### config.mk
export PLATFORM = sky130hd
export DESIGN_NAME = swpc_cell
export DESIGN_NICKNAME = d
export VERILOG_FILES = /design/src/sv/swpc_pkg.sv /design/src/sv/swpc_cell.sv
export SDC_FILE = /design/constraint.sdc
export NUM_CORES = 1
export LEC_CHECK = 0
export ABC_AREA = 1
export BUFFER_PORTS_ARGS = -buffer_cell sky130_fd_sc_hd__buf_2
export CAP_MARGIN = 0
export CORE_AREA = 2 2 87 47
export CTS_CLUSTER_SIZE = 10
export DETAILED_ROUTE_END_ITERATION = 10
export DIE_AREA = 0 0 89 49
export GPL_ROUTABILITY_DRIVEN = 0
export MAX_ROUTING_LAYER = met4
export PLACE_DENSITY_LB_ADDON = 0.08
export REMOVE_ABC_BUFFERS = 1
export SLEW_MARGIN = 0
export SYNTH_ARGS = -nofsm -noshare
export SYNTH_HDL_FRONTEND = slang
export SYNTH_SLANG_ARGS = --single-unit
### constraint.sdc
create_clock -name clk -period 2.24 [get_ports clk]
set_input_delay 0.112 -clock clk [delete_from_list [all_inputs] [get_ports clk]]
set_output_delay 0.112 -clock clk [all_outputs]
set_load 0.02 [all_outputs]
### src/sv/swpc_pkg.sv
// ============================================================================
// swpc_pkg
// Shared widths, codes and helpers of the sliding window percentile check.
// ============================================================================
`timescale 1ns / 1ps

package swpc_pkg;

  localparam int DEPTH      = 1024;
  localparam int ADDR_W     = $clog2(DEPTH);
  localparam int EFF_W      = $clog2(DEPTH + 1);
  localparam int SCORE_W    = 32;
  localparam int WIN_W      = 11;
  localparam int SLOT_W     = 10;
  localparam int PCT_W      = 7;
  localparam int RANK_W     = 11;
  localparam int CFG_IDX_W  = 2;
  localparam int CFG_DATA_W = 11;
  localparam int DIV_W      = (ADDR_W > SLOT_W) ? ADDR_W : SLOT_W;
  localparam int MOD_CNT_W  = $clog2(DIV_W);
  localparam int PROD_W     = EFF_W + PCT_W;
  localparam int PCT_SCALE  = 100;
  localparam int WIN_RESET  = 1024;
  localparam int PCT_RESET  = 5;

  localparam logic OP_QUERY = 1'b0;
  localparam logic OP_LOG   = 1'b1;

  localparam logic [CFG_IDX_W-1:0] REG_WINDOW = 2'd0;
  localparam logic [CFG_IDX_W-1:0] REG_START  = 2'd1;
  localparam logic [CFG_IDX_W-1:0] REG_PCT    = 2'd2;

  typedef enum logic [1:0] {
    ST_IDLE,
    ST_MOD,
    ST_SCAN,
    ST_RESULT
  } state_t;

  // Clamp a programmed window size into 1..DEPTH.
  function automatic logic [EFF_W-1:0] eff_window(input logic [WIN_W-1:0] ws);
    if (ws == '0) begin
      return EFF_W'(1);
    end else if (ws > DEPTH) begin
      return EFF_W'(DEPTH);
    end else begin
      return EFF_W'(ws);
    end
  endfunction

endpackage

### src/sv/swpc_cell.sv
// ============================================================================
// swpc_cell
// One ring entry: loads a logged score or takes its neighbor's value on shift.
// ============================================================================
`timescale 1ns / 1ps

module swpc_cell (
  input  logic                         clk,
  input  logic                         shift,
  input  logic                         load,
  input  logic [swpc_pkg::SCORE_W-1:0] shift_in,
  input  logic [swpc_pkg::SCORE_W-1:0] load_data,
  output logic [swpc_pkg::SCORE_W-1:0] value
);

  // Payload only: no reset, contents are undefined until logged.
  always_ff @(posedge clk) begin
    if (load) begin
      value <= load_data;
    end else if (shift) begin
      value <= shift_in;
    end
  end

endmodule

==> impl_metrics.py <==
metrics = {
    "grt": {
        "grt_pass1_vias": 1070,
        "grt_max_degree": 34,
        "grt_pass1_wl_um": 4740,
        "grt.total_usage_pct": 15.1,
        "overflow": 0,
        "antenna_found_initial": 0,
    },
    "timing": {
        "grt_setup_unrepaired": "false",
        "drv_slew": 0,
        "tightestPinTransition_ns": 0.731,
        "maxSlewHeadroom_pct": 51.3,
        "fin_tns_setup_ns": 0,
        "setup_viol": 0,
        "fin_crit_sh_pct": 41.8,
        "fin_crit_ns": 0.936,
        "worst_slack_ns": 1.30,
        "hold_viol": 0,
        "fmax_mhz": 1070,
        "whs_ns": 0.0948,
    },
    "place": {
        "dp_hpwl_um": 2290,
        "port_buffers": 98,
        "dp_slack_ns": 1.02,
    },
    "clocking": {
        "ctsResizeCount": 0,
        "clk_path_buf_depth": 2,
        "cts_htree_levels": 2,
        "cts.sinks": 32,
        "clkSlewWorstSetupHoldPaths_ns": 0.06,
        "cts_hold_buf": 0,
        "post_cts_buffers": 0,
        "cts_root_buffer": "clkbuf_8",
        "cts_made_buffers": 5,
        "cts_tree": "done",
    },
    "pwr": {
        "clkPwrFrac_pct": 28.5,
        "power.density_mw_per_mm2": 726,
        "internal_power_mw": 1.05,
        "peakVddDrop_mv": 0.279,
        "seq_power_share_pct": 52.2,
        "p_leak_nw": 1.06,
        "switching_power_mw": 0.388,
        "netSwitchingFraction_pct": 27.0,
        "power.share.combinational_pct": 19.3,
    },
    "routing": {
        "via_per_inst": 4.14,
        "routed-via-count": 1205,
        "routedWlPerCell_um": 10.8,
        "drt_wl_total_um": 3140,
        "drt_iter0_drc": 52,
        "first_pass_iters": 4,
        "antenna_left": 0,
        "drcViolationCount": 0,
    },
    "final_layout": {
        "regMostFlops": "value",
        "nets": 303,
        "largest_register_ffs": 32,
        "fillerInstances": 401,
        "insertedDiodeCount": 0,
        "drive_gt1_share_pct": 45.6,
        "synthToLayoutAreaGrowth_pct": 41.4,
        "reg.largest.list": "value (32)",
    },
    "synthesis": {
        "yosysUniqueCellTypes": 6,
        "synth.top_cell.area_share_pct": 68.6,
        "ys_seq_elements": 32,
        "yosys.area.top_type": "edfxtp_1",
        "synthCells": 137,
        "avgSynthCellArea_um2": 10.2,
        "synth_seq_area_share_pct": 68.6,
        "synthesis.area_mm2": 0.00140,
        "yosys_warnings": 0,
        "synthTopCellsByArea": "edfxtp_1, nand2_1, buf_6",
    },
    "critical_path": {
        "arrival_ns": 0.82,
        "critical-path-slowest-cell": "edfxtp_1",
        "cp_num_cells": 1,
        "crit_path_start_kind": "flop",
        "crit_type": "reg2out",
        "cp_top_family": "flip-flops",
        "required_ns": 2.13,
        "crit_path_end_kind": "output port",
        "path_buf_inv": 1,
        "worstPathCellList": "buf_2",
        "crit_path_max_incr_delay_ns": 0.38,
        "cp_max_fo": 1,
    },
    "floorplan": {
        "die_w_um": 89,
        "dieArea_mm2": 0.00436,
        "coreArea_mm2": 0.00368,
        "rows": 16,
        "die_h_um": 49,
        "io_pins": 99,
        "initial_utilization_pct": 38.0,
    },
    "status": {
        "status": "complete, no violations",
    },
    "worst_hold_path": {
        "min_path_type": "in2reg",
        "hold_path_depth": 3,
    },
    "job": {
        "drv_cap": 0,
    },
}
==> tightest hold or removal path, delay by kind of cell <==
| kind | cells | cell delay, ns |
|---|---|---|
| AND/OR/NAND/NOR | 2 | 0.08 |
| buffers and inverters | 1 | 0.07 |
==> cell usage in the layout (no fill, tap or decap) <==
cell type and instances:
buf_4 1, clkbuf_8 5, or2_2 1, clkinv_2 2
buf_2 98, inv_4 1, clkinv_1 1, edfxtp_1 32
nand2_1 96
==> final timing paths <==
path,slack [ns],start,to
worst max-delay path,1.30,value[25]$_DFFE_PP_,value[25]
worst min-delay path,0.09,shift_in[10],value[10]$_DFFE_PP_
==> layout make-up <==
cell class                 instances  area [um2]  area share (%)
timing repair buffer              99         498            25.1
clock buffer                       5        68.8            3.47
clock inverter                     3        13.8           0.694
multi-input combinational         97         367            18.5
sequential                        32         961            48.5
inverter                           1        6.26           0.316
tap                               54        67.6            3.41
==> cells in the mapped netlist <==
cell type  instances
buf_6              4
inv_4              1
nand2_1           96
edfxtp_1          32
buf_4              3
or2_2              1
==> per-layer routing <==
layer / part of all wire [%] / global-route usage (%) / routed length [um]
met4: 0.67 / 5.22 / 21
met2: 42 / 21.6 / 1310
met1: 45 / 19.2 / 1420
met3: 12 / 6.60 / 381
met5: 0 / - / 0
==> metrics by stage <==
stage          utilization (%)  std cells  power [mW]  cell area, um2
4_1_cts                   53.8        291        1.46            1980
3_5_place_dp              51.6        283        1.05            1900
3_3_place_gp              51.6        283        1.04            1900
2_1_floorplan                -        130       0.907            1330
6_report                  53.8        291        1.44            1980
5_1_grt                   53.8        291        1.51            1980
==> logic make-up (layout without fill, tap and decap cells) <==
kind of cell | Yosys count | in the layout | synth area share [%]
flops | 32 | 32 | 68.6
buf+inv | 8 | 108 | 5.27
simple gates | 97 | 97 | 26.2
==> power groups by stage <==
| stage | logic, mW | clock network [mW] | registers (mW) |
|---|---|---|---|
| finish | 0.278 | 0.410 | 0.750 |
| global route | 0.307 | 0.448 | 0.755 |
| CTS | 0.282 | 0.423 | 0.751 |
| detailed placement | 0.283 | 0 | 0.762 |
| global placement | 0.281 | 0 | 0.762 |
| floorplan | 0.0532 | 0 | 0.853 |
Power figures use the tool's default switching activity.
