--- src/sv/swpc_pkg.sv ---
// ============================================================================
// swpc_pkg
// Shared widths, codes and helpers of the sliding window percentile check.
// ============================================================================
`timescale 1ns / 1ps

package swpc_pkg;

  localparam int DEPTH      = 1024;
  localparam int ADDR_W     = $clog2(DEPTH);
  localparam int EFF_W      = $clog2(DEPTH + 1);
  localparam int SCORE_W    = 32;
  localparam int WIN_W      = 11;
  localparam int SLOT_W     = 10;
  localparam int PCT_W      = 7;
  localparam int RANK_W     = 11;
  localparam int CFG_IDX_W  = 2;
  localparam int CFG_DATA_W = 11;
  localparam int DIV_W      = (ADDR_W > SLOT_W) ? ADDR_W : SLOT_W;
  localparam int MOD_CNT_W  = $clog2(DIV_W);
  localparam int PROD_W     = EFF_W + PCT_W;
  localparam int PCT_SCALE  = 100;
  localparam int WIN_RESET  = 1024;
  localparam int PCT_RESET  = 5;

  localparam logic OP_QUERY = 1'b0;
  localparam logic OP_LOG   = 1'b1;

  localparam logic [CFG_IDX_W-1:0] REG_WINDOW = 2'd0;
  localparam logic [CFG_IDX_W-1:0] REG_START  = 2'd1;
  localparam logic [CFG_IDX_W-1:0] REG_PCT    = 2'd2;

  typedef enum logic [1:0] {
    ST_IDLE,
    ST_MOD,
    ST_SCAN,
    ST_RESULT
  } state_t;

  // Clamp a programmed window size into 1..DEPTH.
  function automatic logic [EFF_W-1:0] eff_window(input logic [WIN_W-1:0] ws);
    if (ws == '0) begin
      return EFF_W'(1);
    end else if (ws > DEPTH) begin
      return EFF_W'(DEPTH);
    end else begin
      return EFF_W'(ws);
    end
  endfunction

endpackage

--- src/sv/swpc_mod.sv ---
// ============================================================================
// swpc_mod
// Restoring remainder unit, one dividend bit per cycle.
// ============================================================================
`timescale 1ns / 1ps

module swpc_mod (
  input  logic                          clk,
  input  logic                          rst,
  input  logic                          start,
  input  logic [swpc_pkg::DIV_W-1:0]    dividend,
  input  logic [swpc_pkg::EFF_W-1:0]    divisor,
  output logic                          done,
  output logic [swpc_pkg::ADDR_W-1:0]   rem
);

  logic                             busy;
  logic [swpc_pkg::MOD_CNT_W-1:0]   cnt;
  logic [swpc_pkg::EFF_W-1:0]       part;
  logic [swpc_pkg::EFF_W-1:0]       part_next;
  logic [swpc_pkg::DIV_W-1:0]       dvd;
  logic [swpc_pkg::EFF_W-1:0]       dsr;
  logic [swpc_pkg::EFF_W:0]         trial;

  // Bring down the next bit; subtract when it fits.
  always_comb begin
    trial = {part, dvd[swpc_pkg::DIV_W-1]};
    if (trial >= {1'b0, dsr}) begin
      part_next = swpc_pkg::EFF_W'(trial - {1'b0, dsr});
    end else begin
      part_next = swpc_pkg::EFF_W'(trial);
    end
  end

  always_ff @(posedge clk) begin
    if (rst) begin
      busy <= 1'b0;
      done <= 1'b0;
      cnt  <= '0;
    end else begin
      done <= busy && (cnt == swpc_pkg::MOD_CNT_W'(swpc_pkg::DIV_W - 1));
      if (start) begin
        busy <= 1'b1;
        cnt  <= '0;
      end else if (busy) begin
        cnt <= cnt + 1'b1;
        if (cnt == swpc_pkg::MOD_CNT_W'(swpc_pkg::DIV_W - 1)) begin
          busy <= 1'b0;
        end
      end
    end
  end

  always_ff @(posedge clk) begin
    if (start) begin
      part <= '0;
      dvd  <= dividend;
      dsr  <= divisor;
    end else if (busy) begin
      part <= part_next;
      dvd  <= {dvd[swpc_pkg::DIV_W-2:0], 1'b0};
    end
  end

  // Remainder is below the divisor, which never exceeds DEPTH.
  assign rem = part[swpc_pkg::ADDR_W-1:0];

endmodule

--- config.mk ---
export PLATFORM = sky130hd
export DESIGN_NAME = swpc_mod
export DESIGN_NICKNAME = d
export VERILOG_FILES = /design/src/sv/swpc_pkg.sv /design/src/sv/swpc_mod.sv
export SDC_FILE = /design/constraint.sdc
export NUM_CORES = 1
export LEC_CHECK = 0
export BUFFER_PORTS_ARGS = -buffer_cell sky130_fd_sc_hd__buf_2
export CAP_MARGIN = 20
export CORE_MARGIN = 5
export CORE_UTILIZATION = 35
export CTS_BUF_LIST = sky130_fd_sc_hd__clkbuf_16
export DETAILED_ROUTE_END_ITERATION = 10
export HOLD_SLACK_MARGIN = 0.1
export RECOVER_POWER = 100
export SETUP_SLACK_MARGIN = 0.02
export SYNTH_ARGS = -nofsm -noshare
export SYNTH_HDL_FRONTEND = slang
export SYNTH_SLANG_ARGS = --single-unit
--- constraint.sdc ---
create_clock -name clk -period 2.5 [get_ports clk]
set_clock_uncertainty 0.2 [all_clocks]
set_input_delay 0.25 -clock clk [delete_from_list [all_inputs] [get_ports clk]]
set_output_delay 0.25 -clock clk [all_outputs]
set_load 0.005 [all_outputs]
==> summary.md <==
| Metric | Value |
|---|---|
| Status | finished with violations |
| Violated checks | negative setup slack |
| Post-layout instance area | ~2900 µm² |
| Pwr per Cell Area | approximately 640 nW/µm² |
| Final wirelength | 4.960 mm |
| Initial Util | 0.3576 |
| Pwr Total | approximately 1800 µW |
| Longest Clk Path Bufs | 2 |
| Vias in the first global route | roughly 1800 |
| Startpoint Class | flop |
| Prevailing post-synth register cell | edfxtp_1 |
| Mapped cell area | 2105 µm² |
| Critical setup path kind | reg2reg |
| Overall routing resource usage | 0.1395 |
| Setup WS pre-CTS | -0.04101 ns |
| Min Tclk post-route | 2.502 ns |
| Post-DRT Antenna Nets | 0 |
| Signal arrival time at the worst endpoint | about 2.5 ns |
| Register area share after synthesis | 0.4614 |
| Met2 wire len | 2.536 mm |
| Post-Syn Area per Cell | 10.27 µm² |
| Clock Root Buffer | clkbuf_16 |
| Worst min path class | in2reg |
| Share of cells above drive strength 1 | 0.2883 |
| Vert. Die Dim | 87.54 µm |
| Die area | around 7700 µm² |
| Crit. End Element | flop |
| Starting DRC count in detailed routing | 94 |
| Largest net degree at the start of global routing | 14 |
| Core area | 5886 µm² |
| Clock Pin Slew Worst Setup and Hold Paths | 0.06 ns |
| Yosys warns | 0 |
| Final Max Tran Viols | 0 |
| Wire length per cell | between 10 and 15 µm |
| Max cap viols | 0 |
| Chip Width | approximately 88 µm |
| Area delta synth->final | 36.44% |
| Hold Path End | part[6] |
| FF-to-FF Start | dsr[0] |
| Slew Limit Headroom | 0.7100 |
| VDD IR-drop max | about 0.00039 V |
| Yosys cell types | 45 |
| Clock Sinks | 38 |
| CTS buffer count | 5 |
| Routed vias | 1717 |
| R2R cell count | 8 |
| Tcrit/Tclk final | 1.001 |
| Hold path startpoint | start |
| Hold Crit Depth | 2 |
| R2R Path End | part[6] |
| Port-buffer cells | 34 |
| DRC | 0 |
| Cell Chain, Critical Path | ha_4, fa_2, nand2b_4, o2bb2ai_2, a211o_1, and2_4, or3b_4, a211oi_2 |
| Diode count | 0 |
| DR top layer | met4 |
| CTS tree | built |
| CP required | 2.51 ns |
| Row count | 28 |
| Worst skew pair latency | 0.28 ns |
| H-tree depth | 2 |
| # setup viols final | 1 |
| Post-Synthesis Cells | 205 |
| FFs w/ async S/R, synth | 0 |
| Dpl cell area | 2405 µm² |
| Final #Nets | 311 |
| F_max | 399.6 MHz |
| Post-synth EDFFs | 21 |
| Slew @ Worst Pin | 0.4350 ns |
| Initial antenna violation count | 0 |
| RSZ-0062 raised after global routing | yes |
| First-pass GRT wire length | ~8.3 mm |
| Total grt overflow | 0 |
| Flop-to-flop setup slack | -0.002 ns |
| Via density | 4.920 |
| Met3 routed WL | a little over 200 µm |
| Hold Fails Final Rpt | 0 |
| Min Hold Slack | 0.1352 ns |
| Worst path max stage delay | approximately 0.41 ns |
| Syn_nets | 243 |
| Crit-path max FO | 4 |
| P_leak | 0.001215 µW |
| Yosys reg bits | 38 |
| DR pass1 iterations | 5 |
| Post-detail-place hpwl | 3.582 mm |
| Slowest CP cell | edfxtp_1 |
| Wl on met1 | approximately 2.2 mm |
| # IOs | 35 |
| Setup WS post-layout | -0.002463 ns |
| Final RePlAce weighted congestion | 0.8704 |
-- layout by cell type (no fill, tap or decap), drive strengths merged, types with 2 or more instances in the layout --
cell	synthesis	layout
clkbuf	3	12
o21ai	13	13
nand4	3	3
bufinv	0	2
nand2b	4	4
a21oi	13	13
nor3	8	8
o21a	3	3
edfxtp	21	21
a211oi	3	3
dfxtp	17	17
inv	17	17
xor2	4	4
ha	13	13
a22o	3	3
o211ai	2	2
buf	10	45
nand2	16	16
or3	2	2
nor2	14	14
and2	2	2
dlygate4sd3	0	22
nor2b	2	2
o221ai	2	2
xnor2	3	3
mux2	11	11
-- what timing repair did --
item | CTS | global route
hold endpoints to repair | 27 | 0
setup endpoints to repair | 4 | 9
pin swaps | 4 | 5
hold buffers | 22 | 0
gates resized for setup | 0 | 12
buffers inserted | 4 | 0
-- cells by family (layout without fill, tap and decap cells) --
family                     after synthesis  after routing  share of synthesized area
buffers and inverters                   30             99                    0.07134
adders and majority gates               14             14                    0.08680
DFF                                     38             38                     0.4614
xor gates and xnor gates                 7              7                    0.02913
and+or+nand+nor                         56             56                     0.1344
AOI/OAI and AO/OA                       49             49                     0.1581
muxes                                   11             11                    0.05886
-- metrics by stage --
stage | util | TNS, ns | std cells
after floorplan | - | -0.01212 | 205
after global placement | 0.4086 | 0 | 316
after detailed placement | 0.4086 | -0.07659 | 316
after CTS | 0.4841 | 0 | 350
after global routing | 0.4879 | -0.3467 | 349
final | 0.4879 | -0.002463 | 349
-- power by group --
part	leakage [µW]	switching [µW]	internal, µW
clock	0.0000940	252	573
combinational	0.000774	140	146
sequential	0.000347	21.6	706
total	0.00122	414	1430
-- state kept, by name, indices dropped and copies added (netlist names) --
register / flops
busy: 1
done: 1
dsr: 11
dvd: 10
part: 11
cnt: 4
-- layout make-up --
cell class | count | area (µm²)
tap | 75 | 93.84
clock inverter | 3 | 68.82
multi-input combinational | 137 | 1033
timing repair buffer | 74 | 515.5
inverter | 17 | 63.81
fill | 559 | 3014
sequential | 38 | 970.9
clock buffer | 5 | 125.1
-- synthesized netlist by cell type (2+ instances only) --
| cell | instances | area, µm² |
|---|---|---|
| buf_4 | 10 | 75.07 |
| nor3_1 | 7 | 35.03 |
| nor2_1 | 14 | 52.55 |
| or3_1 | 2 | 12.51 |
| nand4_1 | 3 | 18.77 |
| xor2_1 | 4 | 35.03 |
| dfxtp_1 | 17 | 340.3 |
| o21ai_0 | 13 | 65.06 |
| ha_1 | 13 | 162.7 |
| a211oi_1 | 2 | 15.01 |
| o21a_1 | 3 | 22.52 |
| nand2_1 | 15 | 56.30 |
| edfxtp_1 | 21 | 630.6 |
| inv_1 | 17 | 63.81 |
| nand2b_1 | 3 | 18.77 |
| o221ai_1 | 2 | 17.52 |
| o211ai_1 | 2 | 15.01 |
| xnor2_1 | 3 | 26.28 |
| a21oi_1 | 13 | 65.06 |
| clkbuf_1 | 3 | 11.26 |
| a22o_1 | 3 | 26.28 |
| mux2_2 | 11 | 123.9 |
| nor2b_1 | 2 | 12.51 |
-- critical path: cells and delay by family (launching register included) --
kind	cells	cell delay, ns
adders and majority gates	2	0.55
DFF	1	0.41
AOI/OAI and AO/OA	3	0.59
and+or+nand+nor	3	0.67
-- metal layers --
layer  global-route usage  up-vias
met1               0.1740      803
met3              0.02916        6
met5                    0        -
met4              0.04742        0
met2               0.2390       36
li1                     -      872
-- worst max path at each step --
stage	startpoint	slack, ns	endpoint
after floorplan	dvd[9]	-0.007	part[6]
after global routing	dsr[0]	-0.1	part[6]
final	dsr[0]	-0.002	part[6]
after global placement	dvd[9]	0.03	part[6]
after detailed placement	dvd[9]	-0.04	part[6]
after CTS	dsr[0]	0.004	part[6]
Power figures use the tool's default switching activity.
